`config.mk`:
```
export PLATFORM = sky130hd
export DESIGN_NAME = wmnaf_scalar_recoder_top
export DESIGN_NICKNAME = d
export VERILOG_FILES = /design/src/hdl/wmnaf_pkg.sv /design/src/hdl/wmnaf_scalar_recoder_top.sv /design/src/hdl/wmnaf_front.sv /design/src/hdl/wmnaf_back.sv
export SDC_FILE = /design/constraint.sdc
export NUM_CORES = 1
export LEC_CHECK = 0
export BUFFER_PORTS_ARGS = -buffer_cell sky130_fd_sc_hd__buf_2
export CAP_MARGIN = 40
export CELL_PAD_IN_SITES_DETAIL_PLACEMENT = 0
export CELL_PAD_IN_SITES_GLOBAL_PLACEMENT = 2
export CORE_AREA = 2 2 112 103
export CTS_CLUSTER_DIAMETER = 50
export DETAILED_ROUTE_END_ITERATION = 6
export DIE_AREA = 0 0 114 105
export PLACE_DENSITY = 0.8
export SLEW_MARGIN = 25
export SYNTH_ARGS = -nofsm -noshare
export SYNTH_HDL_FRONTEND = slang
export SYNTH_HIERARCHICAL = 1
export SYNTH_SLANG_ARGS = --single-unit
```
`constraint.sdc`:
```
create_clock -name clock -period 6.4 [get_ports clock]
set_input_delay 1.28 -clock clock [delete_from_list [all_inputs] [get_ports clock]]
set_output_delay 1.28 -clock clock [all_outputs]
set_load 0.005 [all_outputs]
```
`src/hdl/wmnaf_pkg.sv`:
```
package wmnaf_pkg;

   localparam int CFG_W          = 3;
   localparam int DIGIT_W        = 8;
   localparam int MAX_WINDOW_DEF = 7;
   localparam logic [CFG_W-1:0] WIDTH_RESET = 3'd4;

   // input queue between front and back
   localparam int QUEUE_DEPTH = 2;
   localparam int QPTR_W      = $clog2(QUEUE_DEPTH);
   localparam int QCNT_W      = $clog2(QUEUE_DEPTH + 1);

   typedef enum logic [0:0] {
      ITEM_BIT,
      ITEM_FINAL
   } item_kind_type;

   typedef struct packed {
      item_kind_type kind;
      logic          magnitude_bit;
      logic          negative;
   } item_type;

   typedef enum logic [0:0] {
      BK_RUN,
      BK_DRAIN
   } back_state_type;

endpackage

```
`src/hdl/wmnaf_scalar_recoder_top.sv`:
```
// modified width-w naf recoder
// req_ channel: one word per scalar bit, magnitude least significant first, with the
// scalar's sign (taken from the first word of each scalar) and a final flag on the top
// set bit; a zero scalar is a single final word carrying a 0 bit.
// rsp_ channel: signed digits, least significant first; one per word once the window
// is full, the rest after the final word; rsp_last_digit marks a scalar's closing digit.
// csr_ channel: window width w, reset value 4, 0 acts as 1; csr_ready is always high.
// to be written only while idle (not enforced); any write drops a scalar in flight.
// the front has a two-entry queue; the back consumes one word per cycle unless stalled.
// an accepted word is written to the queue; the back pops it and registers its digit
// in the output register, which holds it until the receiver takes it.
// throughput: one bit per cycle sustained while rsp_stall is low; the first w+1 bits of
// a scalar only fill the window. a final word occupies the back while up to w+2
// top-window digits drain one per cycle unless stalled; the queue fills and stalls req_.
// rsp_stall holds the output register and, once it backs up, stops the back, then
// the queue, then req_.
// reset clears the queue, the window and the output valid flag, and sets w to 4.
module wmnaf_scalar_recoder_top #(
   parameter int MAX_WINDOW = wmnaf_pkg::MAX_WINDOW_DEF
) (
   input  logic                                 clock,
   input  logic                                 reset,
   input  logic                                 req_valid,
   output logic                                 req_stall,
   input  logic                                 req_magnitude_bit,
   input  logic                                 req_negative,
   input  logic                                 req_final_bit,
   output logic                                 rsp_valid,
   input  logic                                 rsp_stall,
   output logic signed [wmnaf_pkg::DIGIT_W-1:0] rsp_digit,
   output logic                                 rsp_last_digit,
   input  logic                                 csr_valid,
   output logic                                 csr_ready,
   input  logic [wmnaf_pkg::CFG_W-1:0]          csr_window_width
);
   import wmnaf_pkg::*;

   logic     q_valid;
   logic     q_pop;
   item_type q_item;

   assign csr_ready = 1'b1;

   wmnaf_front u_front (
      .clock             (clock),
      .reset             (reset),
      .req_valid         (req_valid),
      .req_stall         (req_stall),
      .req_magnitude_bit (req_magnitude_bit),
      .req_negative      (req_negative),
      .req_final_bit     (req_final_bit),
      .q_valid           (q_valid),
      .q_item            (q_item),
      .q_pop             (q_pop)
   );

   wmnaf_back #(
      .MAX_WINDOW (MAX_WINDOW)
   ) u_back (
      .clock            (clock),
      .reset            (reset),
      .q_valid          (q_valid),
      .q_item           (q_item),
      .q_pop            (q_pop),
      .csr_valid        (csr_valid),
      .csr_ready        (csr_ready),
      .csr_window_width (csr_window_width),
      .rsp_valid        (rsp_valid),
      .rsp_stall        (rsp_stall),
      .rsp_digit        (rsp_digit),
      .rsp_last_digit   (rsp_last_digit)
   );

endmodule

```
`src/hdl/wmnaf_front.sv`:
```
module wmnaf_front (
   input  logic                clock,
   input  logic                reset,
   input  logic                req_valid,
   output logic                req_stall,
   input  logic                req_magnitude_bit,
   input  logic                req_negative,
   input  logic                req_final_bit,
   output logic                q_valid,
   output wmnaf_pkg::item_type q_item,
   input  logic                q_pop
);
   import wmnaf_pkg::*;

   item_type           queue_ff [QUEUE_DEPTH];
   logic [QPTR_W-1:0]  wr_ptr_ff, wr_ptr_in;
   logic [QPTR_W-1:0]  rd_ptr_ff, rd_ptr_in;
   logic [QCNT_W-1:0]  count_ff, count_in;
   logic               push;
   item_type           item_in;

   assign req_stall = (count_ff == QCNT_W'(QUEUE_DEPTH));
   assign push      = req_valid && !req_stall;
   assign q_valid   = (count_ff != '0);
   assign q_item    = queue_ff[rd_ptr_ff];

   // classify the word: an ordinary bit or the one that ends the scalar
   always_comb begin
      item_in.kind          = req_final_bit ? ITEM_FINAL : ITEM_BIT;
      item_in.magnitude_bit = req_magnitude_bit;
      item_in.negative      = req_negative;
   end

   always_comb begin
      wr_ptr_in = wr_ptr_ff;
      rd_ptr_in = rd_ptr_ff;
      count_in  = count_ff;
      if (push) begin
         wr_ptr_in = (wr_ptr_ff == QPTR_W'(QUEUE_DEPTH - 1)) ? '0 : wr_ptr_ff + 1'b1;
      end
      if (q_pop) begin
         rd_ptr_in = (rd_ptr_ff == QPTR_W'(QUEUE_DEPTH - 1)) ? '0 : rd_ptr_ff + 1'b1;
      end
      case ({push, q_pop})
         2'b10:   count_in = count_ff + 1'b1;
         2'b01:   count_in = count_ff - 1'b1;
         default: count_in = count_ff;
      endcase
   end

   always_ff @(posedge clock) begin
      if (reset) begin
         wr_ptr_ff <= '0;
         rd_ptr_ff <= '0;
         count_ff  <= '0;
      end else begin
         wr_ptr_ff <= wr_ptr_in;
         rd_ptr_ff <= rd_ptr_in;
         count_ff  <= count_in;
      end
   end

   always_ff @(posedge clock) begin
      if (push) begin
         queue_ff[wr_ptr_ff] <= item_in;
      end
   end

   a_count_bound: assert property (@(posedge clock) disable iff (reset)
      count_ff <= QCNT_W'(QUEUE_DEPTH))
      else $error("queue count beyond depth");

   a_pop_nonempty: assert property (@(posedge clock) disable iff (reset)
      q_pop |-> q_valid)
      else $error("pop from empty queue");

   a_push_count: assert property (@(posedge clock) disable iff (reset)
      (push && !q_pop) |=> (count_ff == $past(count_ff) + 1'b1))
      else $error("push lost");

endmodule

```
`src/hdl/wmnaf_back.sv`:
```
module wmnaf_back #(
   parameter int MAX_WINDOW = wmnaf_pkg::MAX_WINDOW_DEF
) (
   input  logic                                 clock,
   input  logic                                 reset,
   input  logic                                 q_valid,
   input  wmnaf_pkg::item_type                  q_item,
   output logic                                 q_pop,
   input  logic                                 csr_valid,
   input  logic                                 csr_ready,
   input  logic [wmnaf_pkg::CFG_W-1:0]          csr_window_width,
   output logic                                 rsp_valid,
   input  logic                                 rsp_stall,
   output logic signed [wmnaf_pkg::DIGIT_W-1:0] rsp_digit,
   output logic                                 rsp_last_digit
);
   import wmnaf_pkg::*;

   localparam int WIN_W  = MAX_WINDOW + 2;
   localparam int SW     = WIN_W + 1;
   localparam int FILL_W = $clog2(MAX_WINDOW + 2);

   logic [CFG_W-1:0]          width_ff, width_in;
   logic [WIN_W-1:0]          window_ff, window_in;
   logic [FILL_W-1:0]         fill_ff, fill_in;
   logic                      sign_ff, sign_in;
   back_state_type            state_ff, state_in;
   logic                      rsp_valid_ff, rsp_valid_in;
   logic signed [DIGIT_W-1:0] rsp_digit_ff, rsp_digit_in;
   logic                      rsp_last_ff, rsp_last_in;

   logic [CFG_W-1:0]     w_eff;
   logic                 cfg_write;
   logic                 out_free;
   logic                 out_load;
   logic                 fill_full;
   logic                 sign_use;
   logic                 sign_dig;
   logic signed [SW-1:0] d_run, d_top, d_sel;
   logic signed [SW-1:0] d_signed;
   logic [WIN_W-1:0]     v_run_sh, v_top_sh, v_next;
   logic [WIN_W-1:0]     bit_in;

   // one digit out of the window, window shifted right by one
   function automatic void take_digit(
      input  logic [WIN_W-1:0]     v,
      input  logic [CFG_W-1:0]     w,
      input  logic                 top,
      output logic signed [SW-1:0] d,
      output logic [WIN_W-1:0]     v_sh
   );
      logic signed [SW-1:0] vs;
      logic signed [SW-1:0] bitv;
      logic signed [SW-1:0] rest;
      vs   = signed'({1'b0, v});
      bitv = SW'(1) << w;
      d    = '0;
      if (v[0]) begin
         if ((vs & bitv) != '0) begin
            d = top ? (vs & (bitv - SW'(1))) : (vs - (bitv <<< 1));
         end else begin
            d = vs;
         end
      end
      rest = vs - d;
      v_sh = rest[WIN_W:1];
   endfunction

   assign cfg_write = csr_valid && csr_ready;
   assign out_free  = !rsp_valid_ff || !rsp_stall;

   always_comb begin
      if (width_ff == '0) begin
         w_eff = CFG_W'(1);
      end else if (width_ff > CFG_W'(MAX_WINDOW)) begin
         w_eff = CFG_W'(MAX_WINDOW);
      end else begin
         w_eff = width_ff;
      end
   end

   assign fill_full = (fill_ff > FILL_W'(w_eff));
   assign sign_use  = (fill_ff == '0) ? q_item.negative : sign_ff;

   always_comb begin
      take_digit(window_ff, w_eff, 1'b0, d_run, v_run_sh);
      take_digit(window_ff, w_eff, 1'b1, d_top, v_top_sh);
   end

   always_comb begin
      width_in     = width_ff;
      window_in    = window_ff;
      fill_in      = fill_ff;
      sign_in      = sign_ff;
      state_in     = state_ff;
      q_pop        = 1'b0;
      out_load     = 1'b0;
      d_sel        = '0;
      rsp_last_in  = 1'b0;
      v_next       = window_ff;
      bit_in       = '0;
      sign_dig     = sign_ff;

      unique case (state_ff)
         BK_RUN: begin
            sign_dig = sign_use;
            if (q_valid && out_free) begin
               q_pop   = 1'b1;
               sign_in = sign_use;
               if (fill_full) begin
                  bit_in   = WIN_W'(q_item.magnitude_bit) << w_eff;
                  v_next   = v_run_sh + bit_in;
                  out_load = 1'b1;
                  d_sel    = d_run;
               end else begin
                  bit_in  = WIN_W'(q_item.magnitude_bit) << fill_ff;
                  v_next  = window_ff | bit_in;
                  fill_in = FILL_W'(fill_ff + 1'b1);
               end
               window_in = v_next;
               if (q_item.kind == ITEM_FINAL) begin
                  if (v_next == '0) begin
                     // nothing left: the digit just taken, or a lone zero, closes it
                     out_load    = 1'b1;
                     rsp_last_in = 1'b1;
                     window_in   = '0;
                     fill_in     = '0;
                     sign_in     = 1'b0;
                  end else begin
                     state_in = BK_DRAIN;
                  end
               end
            end
         end
         BK_DRAIN: begin
            if (out_free) begin
               out_load  = 1'b1;
               d_sel     = d_top;
               window_in = v_top_sh;
               if (v_top_sh == '0) begin
                  rsp_last_in = 1'b1;
                  fill_in     = '0;
                  sign_in     = 1'b0;
                  state_in    = BK_RUN;
               end
            end
         end
         default: state_in = BK_RUN;
      endcase

      // a width write drops any scalar in flight
      if (cfg_write) begin
         width_in  = csr_window_width;
         window_in = '0;
         fill_in   = '0;
         sign_in   = 1'b0;
         state_in  = BK_RUN;
      end

      d_signed     = sign_dig ? -d_sel : d_sel;
      rsp_digit_in = DIGIT_W'(d_signed);
      rsp_valid_in = out_load ? 1'b1 : (rsp_stall ? rsp_valid_ff : 1'b0);
   end

   always_ff @(posedge clock) begin
      if (reset) begin
         width_ff     <= WIDTH_RESET;
         window_ff    <= '0;
         fill_ff      <= '0;
         sign_ff      <= 1'b0;
         state_ff     <= BK_RUN;
         rsp_valid_ff <= 1'b0;
      end else begin
         width_ff     <= width_in;
         window_ff    <= window_in;
         fill_ff      <= fill_in;
         sign_ff      <= sign_in;
         state_ff     <= state_in;
         rsp_valid_ff <= rsp_valid_in;
      end
   end

   always_ff @(posedge clock) begin
      if (out_load) begin
         rsp_digit_ff <= rsp_digit_in;
         rsp_last_ff  <= rsp_last_in;
      end
   end

   assign rsp_valid      = rsp_valid_ff;
   assign rsp_digit      = rsp_digit_ff;
   assign rsp_last_digit = rsp_last_ff;

   a_drain_nonzero: assert property (@(posedge clock) disable iff (reset)
      (state_ff == BK_DRAIN) |-> (window_ff != '0))
      else $error("draining an empty window");

   a_fill_bound: assert property (@(posedge clock) disable iff (reset)
      ({1'b0, fill_ff} <= (FILL_W + 1)'(w_eff) + 1'b1))
      else $error("window overfilled");

   a_last_clears: assert property (@(posedge clock) disable iff (reset)
      (out_load && rsp_last_in) |=> (window_ff == '0 && fill_ff == '0 && state_ff == BK_RUN))
      else $error("scan state left after last digit");

   a_no_pop_in_drain: assert property (@(posedge clock) disable iff (reset)
      (state_ff == BK_DRAIN) |-> !q_pop)
      else $error("item taken while draining");

endmodule

```
==> impl_metrics.toml, run 1 <==
[global_route]
grt_usage = 0.211
grt_start_max_net_pins = 18
overflow = 0
grt_pass1_wl_um = 19400
antenna_found_initial = 0
first_global_vias = 3595

[setup_path]
cp_cell_sequence = "nor3b_1, inv_1, ha_1, nand2_1, o21ai_0, xor2_1, mux2i_1, nand2b_1, ha_1, o21ai_0, a22oi_1, xor2_1, ha_1, and3_1, a2111oi_2, xnor2_1, o32ai_1, and2_2, nand4_1, nand3_2"
worstSetupPathType = "reg2reg"
critPathMostFrequentCell = "ha_1"
cp.required_ns = 6.37
slowest_stage = "dfxtp_1"
ff2ff_setup_slack_ns = 0.69
max_stage_delay_ns = 0.52
path_delay_family = "simple AND/OR/NAND/NOR gates"
cp-end-kind = "flip-flop"
reg2reg_from = "u_back/width_ff[1]"
crit_buf_inv = 1
cp_max_fo = 12
reg2reg_depth = 20
crit_arrival_ns = 5.68
cp-start-kind = "flip-flop"
r2r_end = "u_back/rsp_digit[4]"

[finish]
fin_area_sq_um = 4500
diodes = 0
area_growth_pct = 11.7
drive_above_1_share = 0.124
layout.nets = 589

[clock_tree]
cts_tree = "built"
clk_path_buf_depth = 2
clock_sinks = 39
cts_hold_buf = 0
cts_root_buf = "clkbuf_16"
clk-insertion-delay-late_ns = 0.29
cts_buffers = 5
path_clk_slew_ns = 0.06
cts_htree_levels = 2

[logic_synthesis]
syn_avg_cell_area_sq_um = 7.95
yosys.area.top_type = "ha_1"
yosysMostFrequentCell = "nand2_1"
synthCells = 507
synth_common_cells = "nand2_1, nor2_1, ha_1, a21oi_1, o21ai_0"
netlist_area_sq_um = 4030
yosysWarnings = 6
ys_seq_area_frac = 0.231
synth_edf_count = 15
synthTopCellsByArea = "ha_1, dfxtp_1, edfxtp_1"
synthArstFlopShare = 0
ys_types = 75
synth_seq_cells = 39
ys.flop_type = "dfxtp_1"
yosysTopAreaCellShare = 0.137

[timing]
hold_violations = 0
tightestPinTransition_ns = 0.613
finalSetupTns_ns = 0
fin_crit_ns = 5.71
setup_viol_count_final = 0
slew_violations = 0
slew_headroom = 0.579
layout_setup_ws_ns = 0.690
rsz0062_at_grt = "false"
fin_crit_sh = 0.892
skew_ns = 0.00589
max_freq_mhz = 175

[route]
routedWlPerCell_um = 18.8
wirelength_um = 12500
drt-initial-drc-count = 330
drc_errors = 0
via_count = 3797
via_per_inst = 5.71
drtPass1Iterations = 5
antenna_left = 0

[hold_path]
whs_path_depth = 1
hold_class = "reg2reg"
min_from = "u_back/sign_ff"
holdPathEnd = "u_back/sign_ff"

[place]
gp_congestion = 0.889
io_buffers = 21
placed_area_sq_um = 4310
dpl_worst_slack_ns = 0.580
hpwl_um = 9560

[floorplanning]
fp.dieH_um = 105
core_area_sq_um = 10700
ios = 23
die_w_um = 114
rows = 36
start_util = 0.376
dieArea_sq_um = 12000

[pwr]
p_total_uw = 2740
peakVddDrop_mv = 0.193
p_leak_uw = 0.00195
powerDensity_nw_per_um2 = 609

[job]
max_cap_viol_count = 0

[status]
outcome = "completed"
-- power by group --
| group | switching (uW) | internal [uW] |
|---|---|---|
| logic | 1200 | 837 |
| clock network | 107 | 192 |
| registers | 69.7 | 336 |
-- cell families (layout without fill, tap and decap cells) --
group	after synthesis	after routing	share of synthesized area
multiplexers	11	11	0.0295
XOR/XNOR	34	34	0.0776
adder cells (fa/ha/maj)	47	47	0.151
other	3	9	0.00279
flip-flops	39	39	0.231
AO/OA/AOI/OAI	147	147	0.249
buffers and inverters	46	65	0.0450
AND/OR/NAND/NOR	180	180	0.214
-- registers in the layout (all words and copies together) (netlist names), named ones only --
register,flops
u_back/sign_ff,1
u_front/rd_ptr_ff,1
u_back/rsp_last_digit,1
u_back/state_ff,1
u_front/queue_ff,6
u_back/width_ff,3
u_front/count_ff,2
u_back/window_ff,9
u_front/wr_ptr_ff,1
u_back/rsp_valid,1
u_back/rsp_digit,8
u_back/fill_ff,4
-- area by class of cell --
cell class,instances,area [sq um]
clock buffers,8,179
inverters,27,101
fillers,1111,6220
well taps,133,166
multi-input cells,428,2950
repair buffers,30,173
flip-flops and latches,39,931
-- placed cells by master (no fill, tap or decap), types with 4 or more instances in the layout --
master	instances
a211oi_1	10
inv_1	25
o21a_1	5
o22ai_1	4
a21oi_1	35
xnor2_1	20
nor2_1	47
o211ai_1	5
dfxtp_1	24
or2_2	7
and2_1	4
o21ai_0	27
a21o_1	14
a31oi_1	5
and3_1	10
nand2b_1	9
clkbuf_16	7
mux2i_1	4
nand2_1	55
xor2_1	13
conb_1	9
edfxtp_1	15
buf_2	21
nand3_1	16
ha_1	44
nor3_1	9
mux2_2	6
buf_4	9
-- layer usage --
metal	wire, um	share of wire	global-route usage	vias to the layer above
li1	-	-	-	1875
met1	6080	0.49	0.302	1805
met2	5590	0.45	0.321	98
met3	524	0.042	0.0371	19
met4	276	0.022	0.0653	0
met5	0	0	0	-
-- through the flow --
stage / hold slack, ns / std cells / util
after floorplan: 0.448 / 513 / -
after global placement: 0.462 / 656 / 0.402
after detailed placement: 0.475 / 656 / 0.402
after CTS: 0.513 / 664 / 0.419
after global routing: 0.551 / 665 / 0.420
final: 0.511 / 665 / 0.420
-- how the worst max path moves through the flow --
stage	from	endpoint	slack, ns	cells after the start
after global placement	u_back/width_ff[1]	u_back/rsp_digit[0]	0.67	20
after CTS	u_back/width_ff[1]	u_back/rsp_digit[3]	0.55	20
final	u_back/width_ff[1]	u_back/rsp_digit[4]	0.69	20
after global routing	u_back/width_ff[1]	u_back/rsp_digit[7]	0.17	21
after floorplan	u_back/width_ff[0]	u_back/rsp_digit[0]	1.34	22
after detailed placement	u_back/width_ff[1]	u_back/rsp_digit[0]	0.58	20
-- what timing repair did --
item                       in CTS  in global routing
setup buffers                   0                  0
gates resized for setup         0                  1
setup endpoints to repair       0                  9
(Power assumes the default switching activity.)
==> run 2, diff against run 1 <==
- CORE_AREA: 2 2 112 103 -> 2 2 111 102
- CTS_CLUSTER_SIZE: unset -> 28
- DIE_AREA: 0 0 114 105 -> 0 0 113 104
- SYNTH_HIERARCHICAL: 1 -> unset
==> run 2 against run 1 <==
- the run now ends with DRC left
- cell area is 1.8% lower
- via count is 0.95% lower
- register-to-register slack worse by 0.18 ns
- synthesized cell count is 2.8% lower
- fmax is 3.1% lower
- clock power is 15% lower
- routed wire length is 6.3% lower
- die area is 1.8% lower
- critical endpoint is now u_back.rsp_digit[2]
==> impl_metrics.toml, run 2 <==
[global_route]
overflow = 0
antenna_found_initial = 0
first_global_vias = 3502
grt_start_max_net_pins = 24
grt_usage = 0.204
grt_pass1_wl_um = 19000

[route]
routedWlPerCell_um = 18.0
drtPass1Iterations = 6
wirelength_um = 11700
via_per_inst = 5.78
drc_errors = 1
drt-initial-drc-count = 226
antenna_left = 0
via_count = 3761

[floorplanning]
core_area_sq_um = 10600
rows = 36
ios = 23
dieArea_sq_um = 11800
fp.dieH_um = 104
die_w_um = 113
start_util = 0.374

[logic_synthesis]
ys.flop_type = "dfxtp_1"
ys_seq_area_frac = 0.234
synth_compound_area_frac = 0.245
synth_fa_ha_area_frac = 0.151
synth_seq_cells = 39
synthArstFlopShare = 0
yosysTopAreaCellShare = 0.135
ys_types = 66
synthMuxAreaShare = 0.0365
synth_edf_count = 15
synth_common_cells = "nor2_1, ha_1, nand2_1, o21ai_0, dfxtp_1"
yosysMostFrequentCell = "nor2_1"
synthCells = 493
synth-simple-area-share = 0.217
netlist_area_sq_um = 3970
yosysWarnings = 0
yosys.area.top_type = "ha_1"
synth_top_family_by_area = "compound AO/OA/AOI/OAI gates"
synth-xor-area-share = 0.0743
syn_avg_cell_area_sq_um = 8.06
synthTopCellsByArea = "ha_1, dfxtp_1, edfxtp_1"

[hold_path]
whs_path_depth = 2
hold_class = "reg2reg"

[place]
gp_congestion = 0.871
io_buffers = 21
dpl_worst_slack_ns = 0.562
placed_area_sq_um = 4250
hpwl_um = 9350

[clock_tree]
path_clk_slew_ns = 0.06
post_cts_buffers = 0
cts_tree = "built"
cts_hold_buf = 0
clk_path_buf_depth = 2
cts_htree_levels = 2
cts_root_buf = "clkbuf_16"
clk-insertion-delay-late_ns = 0.29
clock_sinks = 39
cts_buffers = 5
cts_resized = 0

[finish]
most-common-layout-cells = "nor2_1, ha_1, nand2_1"
layout.nets = 574
multiInputGateArea_sq_um = 2890
largest-register = "u_back.window_ff"
nFillCells = 1117
drive_above_1_share = 0.112
area_growth_pct = 11.3
ff_latch_area_sq_um = 931
layout_commonest_cell = "nor2_1"
largest_reg_flops = 9
diodes = 0
fin_area_sq_um = 4420

[timing]
fin_crit_ns = 5.89
fin_crit_sh = 0.920
finalSetupTns_ns = 0
tightestPinTransition_ns = 0.741
rsz0062_at_grt = "false"
slew_violations = 0
slew_headroom = 0.492
setup_viol_count_final = 0
hold_violations = 0
skew_ns = 0.00681
max_freq_mhz = 170
layout_setup_ws_ns = 0.510

[job]
max_cap_viol_count = 0

[status]
violations = "DRC"
outcome = "finished with violations"

[setup_path]
reg2reg_depth = 21
cp_max_fo = 12
cp-end-kind = "flip-flop"
crit_arrival_ns = 5.88
cp-start-kind = "flip-flop"
worstSetupPathType = "reg2reg"
cp.required_ns = 6.39
ff2ff_setup_slack_ns = 0.51

[pwr]
powerDensity_nw_per_um2 = 396
p_leak_uw = 0.00175
peakVddDrop_mv = 0.151
-- run 2: changes by cell type after synthesis, sizes merged, moves of 6 or more --
cell,before,now
nand2,55,41
a21oi,35,22
nor3,9,20
a211oi,11,21
a21o,15,5
inv,27,19
and3,10,4
mux2i,4,10
-- run 2: layout make-up --
type / instances / area share
Multi-Input combinational cell: 417 / 0.654
Sequential cell: 39 / 0.211
Timing Repair Buffer: 35 / 0.0487
Tap cell: 133 / 0.0376
Clock buffer: 5 / 0.0283
Inverter: 19 / 0.0161
Clock inverter: 3 / 0.00509
-- run 2: worst max-delay path: stages (launching register included) --
cell and delay [ns]:
dfxtp_1 0.53, mux4_2 0.56, a21oi_2 0.47, buf_4 0.27, nand2_1 0.06, o21ai_0 0.07
nand2_1 0.13, inv_1 0.10, ha_1 0.25, o21a_1 0.18, nor2_1 0.11, xnor2_1 0.14
ha_1 0.30, a211oi_1 0.33, o21bai_1 0.12, a21oi_1 0.22, o21ai_0 0.12, xor3_1 0.44
a221o_1 0.50, or2_1 0.30, a31oi_1 0.18, buf_4 0.22
-- run 2: power by group --
part           switching, uW  internal [uW]  total, uW
Clock                    109            146        255
Sequential              46.6            311        358
Combinational            679            459       1140
Total                    835            916       1750
-- run 2: worst paths after layout --
path / to / from
setup / recovery: u_back.rsp_digit[2] / u_back.width_ff[0]
setup reg to reg: u_back.rsp_digit[2] / u_back.width_ff[0]
hold / removal: u_back.sign_ff / u_back.sign_ff
hold reg to reg: u_back.sign_ff / u_back.sign_ff
-- run 2: cell families after synthesis --
family / Yosys count
AO/OA/AOI/OAI: 141
adder cells (fa/ha/maj): 46
other: 2
AND/OR/NAND/NOR: 181
buffers and inverters: 39
flip-flops: 39
multiplexers: 13
XOR/XNOR: 32
-- run 2: per-stage QoR --
stage,utilization,hold WS (ns),instances,power [uW]
2_1_floorplan,-,0.451,495,1180
3_3_place_gp,0.399,0.480,640,1480
3_5_place_dp,0.400,0.475,641,1480
4_1_cts,0.414,0.487,649,1740
5_1_grt,0.416,0.510,651,1900
6_report,0.416,0.501,651,1750
-- run 2: metal layers --
metal | track usage | vias up | share of wire
met3 | 0.0280 | 16 | 0.042
met4 | 0.0444 | 0 | 0.014
met1 | 0.296 | 1749 | 0.49
li1 | - | 1884 | -
met2 | 0.321 | 112 | 0.46
met5 | 0 | - | 0
==> run 3, diff against run 2 <==
- ABC_AREA: unset -> 1
- CORE_AREA: 2 2 111 102 -> 2 2 120 110
- DIE_AREA: 0 0 113 104 -> 0 0 122 112
- PLACE_DENSITY: 0.8 -> 0.78
==> run 3 against run 2 <==
- the flow now finishes without violations
- clock skew increased by 0.0013 ns
- first-iteration DRC count increased by 5.8%
- die area increased by 16%
- sequential cell count unchanged
- clock power increased by 16%
- utilization decreased by 4.2 points
- sequential share of layout area decreased by 1.1 points
- worst hold slack got worse by 0.052 ns
- fmax increased by 17%
- count of clock-buffer cells in the layout unchanged
- area after synthesis increased by 7.0%
- routed wire length increased by 7.4%
==> impl_metrics.toml, run 3 <==
[status]
outcome = "completed"

[timing]
finalSetupTns_ns = 0
hold_slack_ns = 0.450
tightestPinTransition_ns = 0.615
setup_viol_count_final = 0
max_freq_mhz = 199
slew_violations = 0
fin_crit_sh = 0.785
rsz0062_at_grt = "false"
slew_headroom = 0.586
fin_crit_ns = 5.02
skew_ns = 0.00816
hold_violations = 0
layout_setup_ws_ns = 1.38

[finish]
layout_commonest_cell = "nand2_1"
most-common-layout-cells = "nand2_1, inv_1, nor2_1"
layout.nets = 701
drive_above_1_share = 0.132
largest-register = "u_back.window_ff"
largest_reg_flops = 9
nFillCells = 1355
fin_area_sq_um = 4660
area_growth_pct = 9.60
diodes = 0

[setup_path]
crit_arrival_ns = 4.96
worstSetupPathType = "reg2reg"
cp_max_fo = 10
cp-start-kind = "flip-flop"
cp-end-kind = "flip-flop"
cp.required_ns = 6.34

[clock_tree]
cts_root_buf = "clkbuf_16"
path_clk_slew_ns = 0.06
clk-insertion-delay-late_ns = 0.29
clock_sinks = 39
clk_path_buf_depth = 2
cts_hold_buf = 0
cts_tree = "built"
post_cts_buffers = 0
cts_buffers = 5
cts_htree_levels = 2
cts_resized = 0

[job]
max_cap_viol_count = 0

[place]
placed_area_sq_um = 4480
hpwl_um = 10400
io_buffers = 21
gp_congestion = 0.871
dpl_worst_slack_ns = 1.38

[route]
antenna_left = 0
drc_errors = 0
drtPass1Iterations = 4
via_per_inst = 5.02
drt-initial-drc-count = 239
routedWlPerCell_um = 15.5
wirelength_um = 12500
via_count = 4064

[pwr]
peakVddDrop_mv = 0.155
p_leak_uw = 0.00229
p_sw_uw = 1110
power.share.clock = 0.139
p_total_uw = 2120
power_frac_comb = 0.668
powerDensity_nw_per_um2 = 456
intPower_uw = 1010
sequentialPowerShare = 0.192
power_switching_share = 0.525

[global_route]
grt_pass1_wl_um = 20300
overflow = 0
use_met3 = 0.0338
top_usage_layer = "met2"
grt_use_met2 = 0.304
antenna_found_initial = 0
grt_use_met1 = 0.267
grt_usage = 0.192
grt_start_max_net_pins = 16
first_global_vias = 3944

[floorplanning]
dieArea_sq_um = 13700
fp.dieH_um = 112
start_util = 0.341
die_w_um = 122
ios = 23
core_area_sq_um = 12400
rows = 39

[logic_synthesis]
synth_edf_count = 15
syn_avg_cell_area_sq_um = 6.79
yosys.area.top_type = "nand2_1"
yosysWarnings = 0
ys.flop_type = "dfxtp_1"
yosysTopAreaCellShare = 0.138
synthCells = 626
synth_seq_cells = 39
ys_types = 47
ys_seq_area_frac = 0.219
synthTopCellsByArea = "nand2_1, ha_1, dfxtp_1"
synth_common_cells = "nand2_1, inv_1, nor2_1, nand3_1, ha_1"
synthArstFlopShare = 0
yosysMostFrequentCell = "nand2_1"
netlist_area_sq_um = 4250

[hold_path]
hold_class = "reg2reg"
[run 3: cell count changes after synthesis, moves of 9 or more]
cell      change
nand4_1      +14
nand2b_1     -12
a211oi_1     -17
nor3_1       -14
inv_1        +51
clkbuf_1      -9
inv_2        +10
mux2i_1       -9
nand2_1     +115
a21oi_1      +18
nand3_1      +30
[run 3: cells by family after synthesis]
| group | Yosys count | synth area share |
|---|---|---|
| other cells | 2 | 0.00177 |
| flops | 39 | 0.219 |
| xor+xnor | 25 | 0.0515 |
| mux | 2 | 0.00501 |
| compound gates | 98 | 0.134 |
| simple gates | 319 | 0.355 |
| buf+inv | 95 | 0.0933 |
| fa+ha+maj | 46 | 0.141 |
[run 3: final cells by class]
class / instances / area (sq um) / area share
sequential: 39 / 931 / 0.200
multi-input combinational: 494 / 2930 / 0.629
timing repair buffer: 21 / 105 / 0.0226
clock inverter: 3 / 47.5 / 0.0102
inverter: 83 / 314 / 0.0674
clock buffer: 5 / 125 / 0.0269
tap: 164 / 205 / 0.0441
[run 3: layer usage]
metal | vias up | wire, um
li1 | 2103 | -
met1 | 1854 | 6060
met2 | 84 | 5550
met3 | 23 | 668
met4 | 0 | 273
met5 | - | 0
[run 3: worst paths after layout]
path	start	cells past startpoint	slack, ns	end
worst max-delay path	u_back.width_ff[2]	26	1.38	u_back.rsp_digit[4]
worst min-delay path	u_front.rd_ptr_ff	1	0.45	flip-flop
worst max register to register	u_back.width_ff[2]	26	1.38	u_back.rsp_digit[4]
worst min register to register	u_front.rd_ptr_ff	1	0.45	flip-flop
[run 3: through the flow]
stage,cells,util
after floorplan,628,-
after global placement,801,0.360
after global routing,809,0.374
final,809,0.374
after CTS,809,0.374
after detailed placement,801,0.360
[run 3: power by group through the flow]
stage | Clock [uW] | Sequential (uW) | Combinational, uW
final | 296 | 408 | 1420
after global routing | 312 | 417 | 1630
after CTS | 299 | 409 | 1420
after detailed placement | 0 | 414 | 1410
after global placement | 0 | 414 | 1420
after floorplan | 0 | 376 | 1100
[run 3: critical path: stages (launching register included)]
cell and delay [ns]:
dfxtp_1 0.52, inv_2 0.13, nand3_1 0.17, ha_1 0.31, a21oi_1 0.21, nand2_1 0.10
xnor2_1 0.13, nand2_1 0.06, nand3_1 0.14, ha_1 0.36, nand2_1 0.07, nor2_1 0.16
nor2_1 0.09, o21bai_1 0.16, xor2_1 0.17, inv_1 0.06, ha_1 0.34, a21o_1 0.18
a21oi_1 0.18, nand2_1 0.08, nand2_1 0.06, nand2_1 0.09, a21boi_1 0.18, nand2_1 0.11
nor2_4 0.15, nand3_2 0.11, nand2_1 0.32
